--- src/rtl/tbav_pkg.sv ---
// Shared types and constants of the triple-buffer page flipper with A/V sync.
`default_nettype none

package tbav_pkg;

	// Field widths of the stream and configuration ports
	localparam int CMD_W     = 4;
	localparam int VAL_W     = 16;
	localparam int SR_W      = 16;
	localparam int FR_W      = 13;
	localparam int HT_W      = 8;
	localparam int CNT_W     = 32;
	localparam int OFF_W     = 16;
	localparam int CFG_IDX_W = 2;
	localparam int CFG_DAT_W = 16;
	localparam int OUT_W     = 96;

	// Sync math: audio scale factor and serial multiplier sizing
	localparam int SYNC_SCALE = 100;
	localparam int K_W        = 23;   // sample_rate * 100 fits in 23 bits
	localparam int HI_W       = 36;   // upper accumulator of the serial MAC
	localparam int STEP_W     = 5;    // counts K_W steps

	// Register reset values
	localparam logic [SR_W-1:0] SAMPLE_RATE_RST    = 16'd44100;
	localparam logic [FR_W-1:0] FRAME_RATE_RST     = 13'd1000;
	localparam logic [HT_W-1:0] PICTURE_HEIGHT_RST = 8'd192;

	// Command codes
	typedef enum logic [CMD_W-1:0] {
		CMD_DECODE_DONE = 4'd0,
		CMD_ADD_SAMPLES = 4'd1,
		CMD_VBLANK      = 4'd2,
		CMD_START       = 4'd3,
		CMD_RESET       = 4'd4,
		CMD_CLEAR_NEXT  = 4'd5,
		CMD_STOP        = 4'd6,
		CMD_RESUME      = 4'd7,
		CMD_SET_DELAY   = 4'd8
	} tbav_cmd_t;

	// Configuration register indexes
	typedef enum logic [CFG_IDX_W-1:0] {
		CFG_SAMPLE_RATE    = 2'd0,
		CFG_FRAME_RATE     = 2'd1,
		CFG_PICTURE_HEIGHT = 2'd2
	} tbav_cfg_t;

	// Control sequencer states
	typedef enum logic [1:0] {
		ST_IDLE = 2'd0,
		ST_CALC = 2'd1,
		ST_DONE = 2'd2
	} tbav_state_t;

	// Status from the sync MAC back to the sequencer
	typedef struct packed {
		logic done;   // one-cycle pulse when the difference is known
		logic late;   // difference was strictly positive
	} tbav_mac_stat_t;

endpackage

`default_nettype wire

--- src/rtl/tbav_sync_mac.sv ---
// Bit-serial multiply-accumulate that forms the sign of the A/V sync difference.
`default_nettype none

module tbav_sync_mac (
	input  wire                            clk,
	input  wire                            arst_n,
	input  wire                            start,
	input  wire  [tbav_pkg::CNT_W-1:0]     sample_total,
	input  wire  [tbav_pkg::CNT_W-1:0]     frame_diff,
	input  wire  [tbav_pkg::FR_W-1:0]      frame_rate,
	input  wire  [tbav_pkg::SR_W-1:0]      sample_rate,
	output tbav_pkg::tbav_mac_stat_t       stat
);
	import tbav_pkg::*;

	// D = sample_total*frame_rate - frame_diff*(sample_rate*100), one multiplier bit
	// per cycle, low product bits leave the accumulator and only their OR is kept.
	logic                   busy_q;
	logic [STEP_W-1:0]      step_q;
	logic [K_W-1:0]         fr_sh_q;
	logic [K_W-1:0]         k_sh_q;
	logic [CNT_W-1:0]       smp_q;
	logic [CNT_W-1:0]       dif_q;
	logic signed [HI_W-1:0] hi_q;
	logic                   sticky_q;
	logic                   done_q;
	logic                   late_q;

	logic signed [HI_W-1:0] add_smp;
	logic signed [HI_W-1:0] add_dif;
	logic signed [HI_W-1:0] sum;
	logic signed [HI_W-1:0] hi_nxt;
	logic                   sticky_nxt;
	logic [K_W-1:0]         k_load;

	assign k_load  = K_W'(sample_rate) * K_W'(SYNC_SCALE);
	assign add_smp = fr_sh_q[0] ? {{(HI_W-CNT_W){smp_q[CNT_W-1]}}, smp_q} : '0;
	assign add_dif = k_sh_q[0]  ? {{(HI_W-CNT_W){dif_q[CNT_W-1]}}, dif_q} : '0;
	assign sum        = hi_q + add_smp - add_dif;
	assign hi_nxt     = sum >>> 1;
	assign sticky_nxt = sticky_q | sum[0];

	// control of the step sequence
	always_ff @(posedge clk or negedge arst_n) begin
		if (!arst_n) begin
			busy_q <= 1'b0;
			step_q <= '0;
			done_q <= 1'b0;
			late_q <= 1'b0;
		end else begin
			done_q <= 1'b0;
			if (start) begin
				busy_q <= 1'b1;
				step_q <= '0;
			end else if (busy_q) begin
				step_q <= step_q + STEP_W'(1);
				if (step_q == STEP_W'(K_W - 1)) begin
					busy_q <= 1'b0;
					done_q <= 1'b1;
					late_q <= !hi_nxt[HI_W-1] && ((hi_nxt != '0) || sticky_nxt);
				end
			end
		end
	end

	// operand shifters and accumulator
	always_ff @(posedge clk) begin
		if (start) begin
			fr_sh_q  <= K_W'(frame_rate);
			k_sh_q   <= k_load;
			smp_q    <= sample_total;
			dif_q    <= frame_diff;
			hi_q     <= '0;
			sticky_q <= 1'b0;
		end else if (busy_q) begin
			fr_sh_q  <= fr_sh_q >> 1;
			k_sh_q   <= k_sh_q >> 1;
			hi_q     <= hi_nxt;
			sticky_q <= sticky_nxt;
		end
	end

	assign stat.done = done_q;
	assign stat.late = late_q;

endmodule

`default_nettype wire

--- src/rtl/triple_buffer_av_sync_flipper.sv ---
// Top level: page ring, command sequencer, status output register and sync MAC.
`default_nettype none

// Each beat on the slave side carries one command (tuser) and its argument (tdata)
// and yields exactly one status beat on the master side. For a command other than a
// running vblank, the sequencer goes from idle to its done state, the status register
// loads from the done state and the sequencer returns to idle, where the next beat
// can be taken. For a vblank while running, the sync difference is built by a
// bit-serial multiply-accumulate that consumes one bit of frame_rate and
// sample_rate*100 per cycle. Its done pulse moves the sequencer from the calculation
// state to the done state, from which the status register loads.
// A new beat is accepted while a finished status beat still waits on the master side.
// Its own status then waits in the done state until that register is free.
// Configuration writes are registered and must only be issued while idle.
module triple_buffer_av_sync_flipper #(
	parameter int PAGES        = 3,
	parameter int LINE_PIXELS  = 256,
	parameter int SCREEN_LINES = 192
) (
	input  wire                                clk,
	input  wire                                arst_n,
	// command stream
	input  wire                                s_tvalid,
	output logic                               s_tready,
	input  wire  [tbav_pkg::VAL_W-1:0]         s_tdata,   // [15:0] value
	input  wire  [tbav_pkg::CMD_W-1:0]         s_tuser,   // [3:0] cmd
	// status stream
	output logic                               m_tvalid,
	input  wire                                m_tready,
	// [0] flipped, [2:1] display_page, [4:3] decode_page, [20:5] decode_offset,
	// [22:21] frames_ready, [24:23] free_pages, [56:25] frames_shown,
	// [88:57] vblank_count, [89] running, [90] video_late, [95:91] zero
	output logic [tbav_pkg::OUT_W-1:0]         m_tdata,
	// configuration
	input  wire                                cfg_we,
	input  wire  [tbav_pkg::CFG_IDX_W-1:0]     cfg_addr,
	input  wire  [tbav_pkg::CFG_DAT_W-1:0]     cfg_wdata
);
	import tbav_pkg::*;

	localparam int IDX_W = $clog2(PAGES + 1);
	localparam int PG_W  = $clog2(PAGES);
	localparam int GAP_W = 11;

	// page after p in the ring; "none" goes to page 0
	function automatic logic [IDX_W-1:0] page_after(input logic [IDX_W-1:0] p);
		logic [IDX_W-1:0] r;
		if (p >= IDX_W'(PAGES - 1)) r = '0;
		else r = p + IDX_W'(1);
		return r;
	endfunction

	// state
	tbav_state_t       state_q, state_nxt;
	logic [PAGES-1:0]  page_ready_q;
	logic [PG_W-1:0]   decode_idx_q;
	logic [IDX_W-1:0]  display_idx_q;
	logic [CNT_W-1:0]  sample_total_q;
	logic [CNT_W-1:0]  shown_q;
	logic [CNT_W-1:0]  vblank_q;
	logic [VAL_W-1:0]  delay_q;
	logic              run_q;
	logic              late_q;
	logic [SR_W-1:0]   sample_rate_q;
	logic [FR_W-1:0]   frame_rate_q;
	logic [HT_W-1:0]   picture_height_q;
	logic [CMD_W-1:0]  cmd_q;
	logic [VAL_W-1:0]  value_q;
	logic              m_tvalid_q;
	logic [OUT_W-1:0]  m_tdata_q;

	// next values when the current beat retires
	logic [PAGES-1:0]  nxt_ready;
	logic [IDX_W-1:0]  nxt_decode;
	logic [IDX_W-1:0]  nxt_display;
	logic [CNT_W-1:0]  nxt_samples;
	logic [CNT_W-1:0]  nxt_shown;
	logic [CNT_W-1:0]  nxt_vblank;
	logic [VAL_W-1:0]  nxt_delay;
	logic              nxt_run;
	logic              nxt_late;
	logic              nxt_flip;
	logic [IDX_W-1:0]  rc;
	logic [IDX_W-1:0]  free_cnt;
	logic [GAP_W-1:0]  line_gap;
	logic [CNT_W-1:0]  off_full;
	logic [OFF_W-1:0]  offset;
	logic [IDX_W-1:0]  decode_ext;

	logic              in_fire;
	logic              done_fire;
	logic              mac_start;
	logic [CNT_W-1:0]  frame_diff;
	tbav_mac_stat_t    mac_stat;

	assign in_fire   = s_tvalid && s_tready;
	assign done_fire = (state_q == ST_DONE) && (!m_tvalid_q || m_tready);
	assign frame_diff = shown_q - {{(CNT_W-VAL_W){delay_q[VAL_W-1]}}, delay_q};
	assign decode_ext = IDX_W'(decode_idx_q);

	// sequencer next state
	always_comb begin
		state_nxt = state_q;
		unique case (state_q)
			ST_IDLE: begin
				if (in_fire) begin
					if ((tbav_cmd_t'(s_tuser) == CMD_VBLANK) && run_q) state_nxt = ST_CALC;
					else state_nxt = ST_DONE;
				end
			end
			ST_CALC: begin
				if (mac_stat.done) state_nxt = ST_DONE;
			end
			ST_DONE: begin
				if (done_fire) state_nxt = ST_IDLE;
			end
			default: state_nxt = ST_IDLE;
		endcase
	end

	// sequencer outputs
	always_comb begin
		s_tready  = (state_q == ST_IDLE);
		mac_start = (state_q == ST_IDLE) && s_tvalid &&
		            (tbav_cmd_t'(s_tuser) == CMD_VBLANK) && run_q;
	end

	// command effect on the page ring and counters
	always_comb begin
		logic [IDX_W-1:0] nx;
		nxt_ready   = page_ready_q;
		nxt_decode  = decode_ext;
		nxt_display = display_idx_q;
		nxt_samples = sample_total_q;
		nxt_shown   = shown_q;
		nxt_vblank  = vblank_q;
		nxt_delay   = delay_q;
		nxt_run     = run_q;
		nxt_late    = late_q;
		nxt_flip    = 1'b0;
		nx          = page_after(display_idx_q);
		unique case (tbav_cmd_t'(cmd_q))
			CMD_DECODE_DONE: begin
				nxt_ready[decode_idx_q] = 1'b1;
				nxt_decode = page_after(decode_ext);
			end
			CMD_ADD_SAMPLES: begin
				nxt_samples = sample_total_q + {{(CNT_W-VAL_W){value_q[VAL_W-1]}}, value_q};
			end
			CMD_VBLANK: begin
				if (run_q) begin
					nxt_vblank = vblank_q + CNT_W'(1);
					nxt_late   = mac_stat.late;
					if (mac_stat.late && page_ready_q[nx[PG_W-1:0]]) begin
						if (display_idx_q < IDX_W'(PAGES))
							nxt_ready[display_idx_q[PG_W-1:0]] = 1'b0;
						nxt_display = nx;
						nxt_shown   = shown_q + CNT_W'(1);
						nxt_flip    = 1'b1;
					end
				end
			end
			CMD_START: begin
				nxt_samples = '0;
				nxt_shown   = '0;
				nxt_vblank  = '0;
				nxt_delay   = '0;
				nxt_run     = 1'b1;
				if (page_ready_q[nx[PG_W-1:0]]) begin
					if (display_idx_q < IDX_W'(PAGES))
						nxt_ready[display_idx_q[PG_W-1:0]] = 1'b0;
					nxt_display = nx;
					nxt_shown   = CNT_W'(1);
					nxt_flip    = 1'b1;
				end
			end
			CMD_RESET: begin
				nxt_decode  = '0;
				nxt_display = IDX_W'(PAGES);
				nxt_delay   = '0;
				nxt_samples = '0;
				nxt_shown   = '0;
				nxt_vblank  = '0;
				nxt_ready   = '0;
			end
			CMD_CLEAR_NEXT: begin
				nxt_samples = '0;
				nxt_shown   = '0;
				nxt_vblank  = '0;
				nxt_decode  = nx;
				for (int i = 0; i < PAGES; i++) begin
					if (IDX_W'(i) != display_idx_q) nxt_ready[i] = 1'b0;
				end
			end
			CMD_STOP:      nxt_run   = 1'b0;
			CMD_RESUME:    nxt_run   = 1'b1;
			CMD_SET_DELAY: nxt_delay = value_q;
			default: ;
		endcase
	end

	// ready page count and decode offset for the status beat
	always_comb begin
		rc = '0;
		for (int i = 0; i < PAGES; i++) rc = rc + IDX_W'(nxt_ready[i]);
		free_cnt = IDX_W'(PAGES) - rc;
		line_gap = GAP_W'(SCREEN_LINES) - GAP_W'(picture_height_q);
		off_full = CNT_W'(line_gap) * CNT_W'(LINE_PIXELS);
		if (GAP_W'(picture_height_q) >= GAP_W'(SCREEN_LINES)) offset = '0;
		else offset = off_full[OFF_W-1:0];
	end

	// control registers
	always_ff @(posedge clk or negedge arst_n) begin
		if (!arst_n) begin
			state_q          <= ST_IDLE;
			page_ready_q     <= '0;
			decode_idx_q     <= '0;
			display_idx_q    <= IDX_W'(PAGES);
			sample_total_q   <= '0;
			shown_q          <= '0;
			vblank_q         <= '0;
			delay_q          <= '0;
			run_q            <= 1'b0;
			late_q           <= 1'b0;
			m_tvalid_q       <= 1'b0;
			sample_rate_q    <= SAMPLE_RATE_RST;
			frame_rate_q     <= FRAME_RATE_RST;
			picture_height_q <= PICTURE_HEIGHT_RST;
		end else begin
			state_q <= state_nxt;
			if (done_fire) begin
				page_ready_q   <= nxt_ready;
				decode_idx_q   <= nxt_decode[PG_W-1:0];
				display_idx_q  <= nxt_display;
				sample_total_q <= nxt_samples;
				shown_q        <= nxt_shown;
				vblank_q       <= nxt_vblank;
				delay_q        <= nxt_delay;
				run_q          <= nxt_run;
				late_q         <= nxt_late;
				m_tvalid_q     <= 1'b1;
			end else if (m_tready) begin
				m_tvalid_q <= 1'b0;
			end
			if (cfg_we) begin
				unique case (tbav_cfg_t'(cfg_addr))
					CFG_SAMPLE_RATE:    sample_rate_q    <= cfg_wdata[SR_W-1:0];
					CFG_FRAME_RATE:     frame_rate_q     <= cfg_wdata[FR_W-1:0];
					CFG_PICTURE_HEIGHT: picture_height_q <= cfg_wdata[HT_W-1:0];
					default: ;
				endcase
			end
		end
	end

	// command beat and status beat payload
	always_ff @(posedge clk) begin
		if (in_fire) begin
			cmd_q   <= s_tuser;
			value_q <= s_tdata;
		end
		if (done_fire) begin
			m_tdata_q <= {5'b0, nxt_late, nxt_run, nxt_vblank, nxt_shown,
			              free_cnt[1:0], rc[1:0], offset,
			              nxt_decode[1:0], nxt_display[1:0], nxt_flip};
		end
	end

	assign m_tvalid = m_tvalid_q;
	assign m_tdata  = m_tdata_q;

	tbav_sync_mac u_mac (
		.clk          (clk),
		.arst_n       (arst_n),
		.start        (mac_start),
		.sample_total (sample_total_q),
		.frame_diff   (frame_diff),
		.frame_rate   (frame_rate_q),
		.sample_rate  (sample_rate_q),
		.stat         (mac_stat)
	);

	// checks
	a_display_range: assert property (@(posedge clk) disable iff (!arst_n)
		display_idx_q <= IDX_W'(PAGES))
		else $error("display page index out of range");

	a_mac_done_in_calc: assert property (@(posedge clk) disable iff (!arst_n)
		mac_stat.done |-> state_q == ST_CALC)
		else $error("sync result arrived outside calculation");

	a_flip_shows_ready: assert property (@(posedge clk) disable iff (!arst_n)
		(done_fire && nxt_flip) |=> page_ready_q[display_idx_q[PG_W-1:0]])
		else $error("flipped to a page that is not ready");

	a_accept_leaves_idle: assert property (@(posedge clk) disable iff (!arst_n)
		in_fire |=> state_q != ST_IDLE)
		else $error("accepted beat did not start processing");

endmodule

`default_nettype wire

--- config.mk ---
export PLATFORM = sky130hd
export DESIGN_NAME = triple_buffer_av_sync_flipper
export DESIGN_NICKNAME = d
export VERILOG_FILES = /design/src/rtl/tbav_pkg.sv /design/src/rtl/tbav_sync_mac.sv /design/src/rtl/triple_buffer_av_sync_flipper.sv
export SDC_FILE = /design/constraint.sdc
export NUM_CORES = 1
export LEC_CHECK = 0
export BUFFER_PORTS_ARGS = -buffer_cell sky130_fd_sc_hd__buf_2
export CAP_MARGIN = 40
export CORE_MARGIN = 2
export CORE_UTILIZATION = 28
export DETAILED_ROUTE_END_ITERATION = 7
export SYNTH_ARGS = -nofsm -noshare
export SYNTH_HDL_FRONTEND = slang
export SYNTH_SLANG_ARGS = --single-unit
--- constraint.sdc ---
create_clock -name clk -period 7.5 [get_ports clk]
set_input_delay 2.25 -clock clk [delete_from_list [all_inputs] [get_ports clk]]
set_output_delay 2.25 -clock clk [all_outputs]
set_load 0.1 [all_outputs]
==> results of run 1 <==
==> layout make-up <==
| class | instances | area share (%) |
|---|---|---|
| inverter | 208 | 2.83 |
| clock inverter | 20 | 0.923 |
| clock buffer | 64 | 4.61 |
| sequential | 408 | 39.8 |
| tap | 1155 | 5.20 |
| timing repair buffer | 149 | 3.18 |
| multi-input combinational | 1774 | 43.5 |
==> cell usage after synthesis (11+ instances only) <==
master | n | area (um^2)
xor2_1 | 47 | 412
a31oi_1 | 21 | 131
a22o_1 | 22 | 193
nor2b_1 | 18 | 113
clkbuf_1 | 66 | 248
buf_1 | 17 | 63.8
edfxtp_1 | 201 | 6040
a21o_1 | 51 | 383
nand2_1 | 397 | 1490
a21oi_1 | 106 | 531
ha_1 | 156 | 1950
mux2_2 | 32 | 360
o31ai_1 | 21 | 158
o21a_1 | 29 | 218
fa_1 | 49 | 981
dfrtp_1 | 153 | 3830
inv_1 | 207 | 777
dfxtp_1 | 38 | 761
o211ai_1 | 19 | 143
and3_1 | 30 | 188
and2_1 | 44 | 275
nand4_1 | 16 | 100
nand3_1 | 96 | 480
o21ai_0 | 156 | 781
buf_4 | 14 | 105
a211oi_1 | 20 | 150
xnor2_1 | 56 | 490
nor3_1 | 30 | 150
or3_1 | 11 | 68.8
nand2b_1 | 26 | 163
mux2i_1 | 41 | 410
dfstp_2 | 16 | 420
nor2_1 | 125 | 469
==> cells by family after synthesis <==
logic type / Yosys count / synth area share (%)
flip-flops: 408 / 45.4
other: 1 / 0.0154
AO/OA/AOI/OAI: 533 / 14.2
adder cells (fa/ha/maj): 205 / 12.1
buffers and inverters: 313 / 5.11
multiplexers: 73 / 3.17
XOR/XNOR: 103 / 3.71
AND/OR/NAND/NOR: 847 / 16.3
==> worst paths after layout <==
path                       slack, ns                 end              from  depth (start not counted)
min in group asynchronous       1.73  sample_total_q[13]            arst_n                          1
setup / recovery                2.79        u_mac.late_q          s_tvalid                         12
hold reg to reg                 0.47      u_mac.sticky_q    u_mac.sticky_q                          2
max in group asynchronous       4.65        u_mac.busy_q            arst_n                          2
setup reg to reg                3.00    u_mac.k_sh_q[22]  sample_rate_q[2]                         17
hold / removal                  0.47      u_mac.sticky_q    u_mac.sticky_q                          2
==> metrics by stage <==
stage                     power (mW)  hold WS, ns  instances
after floorplan                 9.55        0.429       2495
after global placement          11.2        0.457       3689
after detailed placement        11.3        0.465       3694
after CTS                       13.6        0.475       3778
after global routing            14.7        0.496       3778
final                           13.5        0.470       3778
==> power groups by stage <==
stage	combinational (mW)	sequential [mW]	clock (mW)
after global routing	8.72	3.51	2.46
after floorplan	5.56	3.99	0
after detailed placement	7.78	3.48	0
after CTS	7.81	3.45	2.38
final	7.78	3.44	2.32
after global placement	7.67	3.50	0
==> routing by layer <==
| layer | share of wire, % | vias up | wire length (um) |
|---|---|---|---|
| met2 | 47 | 276 | 28100 |
| met3 | 3.5 | 79 | 2060 |
| met4 | 2.7 | 0 | 1620 |
| met5 | 0 | - | 0 |
| li1 | - | 8883 | - |
| met1 | 47 | 8612 | 27700 |
==> tightest hold or removal path: stages, from the launching register on <==
cell and delay [ns]:
dfxtp_1 0.32, a21oi_1 0.04, nor2_1 0.07
==> state kept, by name (all words and copies together), names as in the netlist, 5 cells and up <==
| name | count |
|---|---|
| delay_q | 16 |
| u_mac.dif_q | 32 |
| u_mac.fr_sh_q | 13 |
| m_tdata | 83 |
| vblank_q | 32 |
| sample_rate_q | 16 |
| u_mac.step_q | 5 |
| u_mac.smp_q | 32 |
| value_q | 16 |
| sample_total_q | 32 |
| shown_q | 32 |
| picture_height_q | 8 |
| frame_rate_q | 13 |
| u_mac.hi_q | 35 |
| u_mac.k_sh_q | 23 |
==> results_dict.tcl, run 1 <==
set metrics [dict create \
    status "completed" \
    ios 141 \
    drtIter0Drc 1215 \
    syn_inst 2483 \
    syn_area_um2 24300 \
    hp-class "reg2reg" \
    clk_latency_ns 0.59 \
    rsz0062_at_grt "false" \
    synth-main-ff-cell "edfxtp_1" \
    seqCellArea_um2 11000 \
    start_util_pct 28.1 \
    seq_power_share_pct 25.4 \
    preCtsSetupSlack_ns 2.17 \
    yosys_warnings 0 \
    ctsHoldBuffers 0 \
    p_int_mw 7.40 \
    cp_cell_sequence "buf_2 -> nor4bb_1 -> and3_1 -> buf_4 -> or3_1 -> or4_1 -> nor4b_1 -> o2111ai_1 -> nor4_1 -> nand4_1 -> nor4_2 -> nor2_1" \
    postCtsSetupBuffers 0 \
    ir_drop_v 0.000243 \
    cts_buffers 46 \
    fin_util_pct 32.1 \
    grt_util_met1_pct 17.7 \
    postPlaceCellArea_um2 26200 \
    switching_share_pct 45.3 \
    grt_pass1_vias 17200 \
    top_usage_layer "met2" \
    cp-start-kind "primary input" \
    grt_max_degree 102 \
    multi_input_area_um2 12100 \
    p_clk_share_pct 17.1 \
    tightest_slew_ns 0.894 \
    coreArea_um2 86500 \
    port_buffers 127 \
    setup_ws_ns 2.79 \
    critPathMaxStageDelay_ns 0.54 \
    slew_violations 0 \
    critPathBufInv 2 \
    fill_cells 9025 \
    overflow 0 \
    static-leakage-power_nw 12.2 \
    antennaDiodeCount 0 \
    fin_setup_tns_ns 0 \
    fmax_ghz 0.212 \
    final_common_cell "nand2_1" \
    path_clk_slew_ns 0.06 \
    relSlewSlack_pct 40.4 \
    clock-sinks 408 \
    area_growth_pct 14.3 \
    finalSetupViolations 0 \
    antenna_found_initial 0 \
    synth_edf_count 201 \
    finalHoldViolCount 0 \
    cts_tree "built" \
    wl_um 59500 \
    combPwrFrac_pct 57.5 \
    switchingPower_mw 6.13 \
    power.density_nw_per_um2 487 \
    period_needed_ns 4.71 \
    wl_per_cell_um 15.8 \
    place.gp.congestion 0.843 \
    worstSetupPathType "in2reg" \
    post_cts_resized 0 \
    root_buffer "clkbuf_16" \
    fin_skew_ns 0.0498 \
    viasPerCell 4.72 \
    final_antenna_net_count 0 \
    first_pass_iters 5 \
    grt_pass1_wl_um 95100 \
    cp_max_fo 29 \
    synth_seq_cells 408 \
    syn_area_per_cell_um2 9.79 \
    dp_hpwl_um 43400 \
    h-tree-depth 2 \
    via_count 17900 \
    die_y_um 299 \
    drv_cap 0 \
    grt_util_met2_pct 22.1 \
    clk_path_buf_depth 3 \
    synthDistinctLibCells 97 \
    layout_common_cells "nand2_1 (396), inv_1 (205), edfxtp_1 (201), o21ai_0 (156), ha_1 (156)" \
    required_ns 7.96 \
    critPathArrivalTime_ns 5.18 \
    num-nets-final 2835 \
    route.detailed.drc 0 \
    cp_slowest_cell "or4_1" \
    period_share_pct 62.8 \
    crit_family "simple AND/OR/NAND/NOR gates" \
    synthArstFlopShare_pct 41.4 \
    drive_above_1_share_pct 11.4 \
    grtUsageTotal_pct 13.2 \
    end_kind "flop" \
    dieWidth_um 299 \
    design_area_um2 27800 \
    row_count 108 \
    seq_area_frac_synth_pct 45.4 \
    gr-usage-met3_pct 1.93 \
    die_area_um2 89200 \
]
No activity file was read; power rests on OpenSTA's default activity.
==> run 2, diff against run 1 <==
--- a/config.mk
+++ b/config.mk
@@ -5,6 +5,7 @@
 export SDC_FILE = /design/constraint.sdc
 export NUM_CORES = 1
 export LEC_CHECK = 0
+export ABC_AREA = 1
 export BUFFER_PORTS_ARGS = -buffer_cell sky130_fd_sc_hd__buf_2
 export CAP_MARGIN = 40
 export CORE_MARGIN = 2
==> constraint.sdc (replaced) <==
create_clock -name clk -period 4.7 [get_ports clk]
set_input_delay 1.41 -clock clk [delete_from_list [all_inputs] [get_ports clk]]
set_output_delay 1.41 -clock clk [all_outputs]
set_load 0.1 [all_outputs]
==> results_dict.tcl, run 2 <==
set metrics [dict create \
    status "completed" \
    whs_ns 0.463 \
    fmax_ghz 0.272 \
    finalHoldViolCount 0 \
    drive_above_1_share_pct 8.63 \
    slew_violations 0 \
    die_y_um 307 \
    clock-sinks 408 \
    seq_area_frac_synth_pct 42.9 \
    via_count 21200 \
    worstHoldEndpoint "u_mac.hi_q[1]" \
    die_area_um2 94400 \
    grt_pass1_wl_um 110000 \
    synthArstFlopShare_pct 41.4 \
    required_ns 5.04 \
    ctsHoldBuffers 0 \
    synth.area.top_cells "edfxtp_1 (23%), dfrtp_1 (15%), nand2_1 (13%), inv_1 (8.3%), ha_1 (7.6%)" \
    clk_latency_ns 0.59 \
    synth-main-ff-cell "edfxtp_1" \
    dp_hpwl_um 52600 \
    cp-start-kind "flop" \
    fin_setup_tns_ns 0 \
    post_cts_resized 0 \
    wl_per_cell_um 14.8 \
    viasPerCell 4.59 \
    period_share_pct 78.3 \
    fill_cells 9639 \
    drv_cap 0 \
    wl_um 68100 \
    antenna_found_initial 4 \
    final_antenna_net_count 0 \
    syn_inst 3258 \
    relSlewSlack_pct 42.5 \
    final_common_cell "nand2_1" \
    ys_top_cells_by_count "nand2_1 (893), inv_1 (571), o21ai_0 (284)" \
    critPathArrivalTime_ns 4.02 \
    clk_path_buf_depth 3 \
    overflow 0 \
    largest_reg_flops 83 \
    num-nets-final 3638 \
    postCtsSetupBuffers 0 \
    end_kind "flop" \
    design_area_um2 29400 \
    seqCellArea_um2 11000 \
    port_buffers 127 \
    min_from "u_mac.hi_q[1]" \
    dieWidth_um 307 \
    root_buffer "clkbuf_16" \
    tightest_slew_ns 0.854 \
    synth.largest_area_cell "edfxtp_1" \
    period_needed_ns 3.68 \
    worstHoldPathCells 2 \
    rr_endpoint "u_mac.k_sh_q[19]" \
    first_pass_iters 6 \
    multi_input_area_um2 12200 \
    postPlaceCellArea_um2 27800 \
    path_clk_slew_ns 0.06 \
    rr_worst_depth 17 \
    synth_most_common_cell "nand2_1" \
    synthDistinctLibCells 62 \
    placedCellCount 4528 \
    place.gp.congestion 0.885 \
    grtUsageTotal_pct 14.5 \
    hp-class "reg2reg" \
    h-tree-depth 2 \
    regToRegSetupSlack_ns 1.02 \
    start_util_pct 28.2 \
    r2r-start "sample_rate_q[2]" \
    row_count 111 \
    fin_skew_ns 0.0297 \
    yosys_warnings 0 \
    route.detailed.drc 0 \
    ios 141 \
    grt_pass1_vias 21000 \
    finalSetupViolations 0 \
    final_cells 4615 \
    cp_max_fo 5 \
    cts_tree "built" \
    drtIter0Drc 1561 \
    syn_area_per_cell_um2 7.90 \
    coreArea_um2 91400 \
    synth_top_area_share_pct 23.4 \
    synth_seq_cells 408 \
    syn_area_um2 25700 \
    area_growth_pct 14.4 \
    cts_buffers 46 \
    synth_edf_count 201 \
    grt_max_degree 81 \
    worstSetupPathType "reg2reg" \
    layout_common_cells "nand2_1 (892), inv_1 (569), o21ai_0 (284), nor2_1 (219), edfxtp_1 (201)" \
    rsz0062_at_grt "false" \
]
==> run 2: changes by cell type in the layout (fill, tap and decap cells not counted), sizes merged, moves of 29 or more <==
| cell | change |
|---|---|
| a21o | -36 |
| a21oi | +35 |
| and2 | -42 |
| and3 | -29 |
| inv | +378 |
| mux2 | -32 |
| mux2i | -40 |
| nand2 | +501 |
| nand3 | +36 |
| nor2 | +111 |
| o21ai | +136 |
| xnor2 | -41 |
==> run 2: cell families (layout without fill, tap and decap cells) <==
group	Yosys count	after routing	synth area share (%)
muxes	1	1	0.0389
DFF	408	408	42.9
AOI/OAI and AO/OA	554	554	12.0
and+or+nand+nor	1390	1390	22.4
buffers and inverters	658	816	9.84
adders and majority gates	205	205	11.4
other	1	14	0.0146
xor gates and xnor gates	41	41	1.39
==> run 2: how the worst max path moves through the flow <==
stage / start / cells past startpoint / to / slack (ns)
CTS: sample_rate_q[2] / 17 / u_mac.k_sh_q[19] / 1.02
global route: sample_rate_q[2] / 17 / u_mac.k_sh_q[19] / 0.67
finish: sample_rate_q[2] / 17 / u_mac.k_sh_q[19] / 1.02
floorplan: state_q[0] / 4 / u_mac.dif_q[0] / 0.1
detailed placement: sample_rate_q[2] / 17 / u_mac.k_sh_q[19] / 1.04
global placement: s_tuser[0] / 7 / u_mac.fr_sh_q[9] / 1.08
==> run 2: metal layers <==
layer	part of all wire (%)	up-vias	GRT usage, %
li1	-	10800	-
met1	47	9866	19.3
met2	45	416	24.0
met3	3.7	131	1.77
met4	3.7	2	5.64
met5	0.021	-	0
==> run 2: layout make-up <==
class                      instances  share of cell area (%)
sequential                       408                    37.5
tap                             1186                    5.04
antenna                            1                 0.00850
multi-input combinational       2204                    41.6
clock inverter                    25                    1.15
inverter                         581                    7.43
timing repair buffer             149                    2.95
clock buffer                      61                    4.35
==> run 2: metrics by stage <==
stage                     setup slack (ns)  util (%)
after global routing                 0.666      32.2
after global placement                1.08      30.4
final                                 1.02      32.2
after detailed placement              1.04      30.4
after CTS                             1.02      32.2
after floorplan                     0.0963         -
==> run 2: worst max-delay path: stages (launching register included) <==
cell and delay (ns):
dfstp_2 0.56, ha_1 0.24, ha_1 0.27, inv_1 0.05
fa_1 0.50, inv_1 0.04, ha_1 0.36, nand3_1 0.09
nand2_1 0.10, a21oi_1 0.10, o21ai_0 0.37, nand2_1 0.13
a31oi_1 0.24, nand3_1 0.13, nand2_1 0.08, nand2_1 0.05
nand3_1 0.06, nand2_1 0.05
Power of run 2 is left out: the tool's default activity adds up to more than one toggle a clock period on the data nets, which glitch-free logic cannot reach.
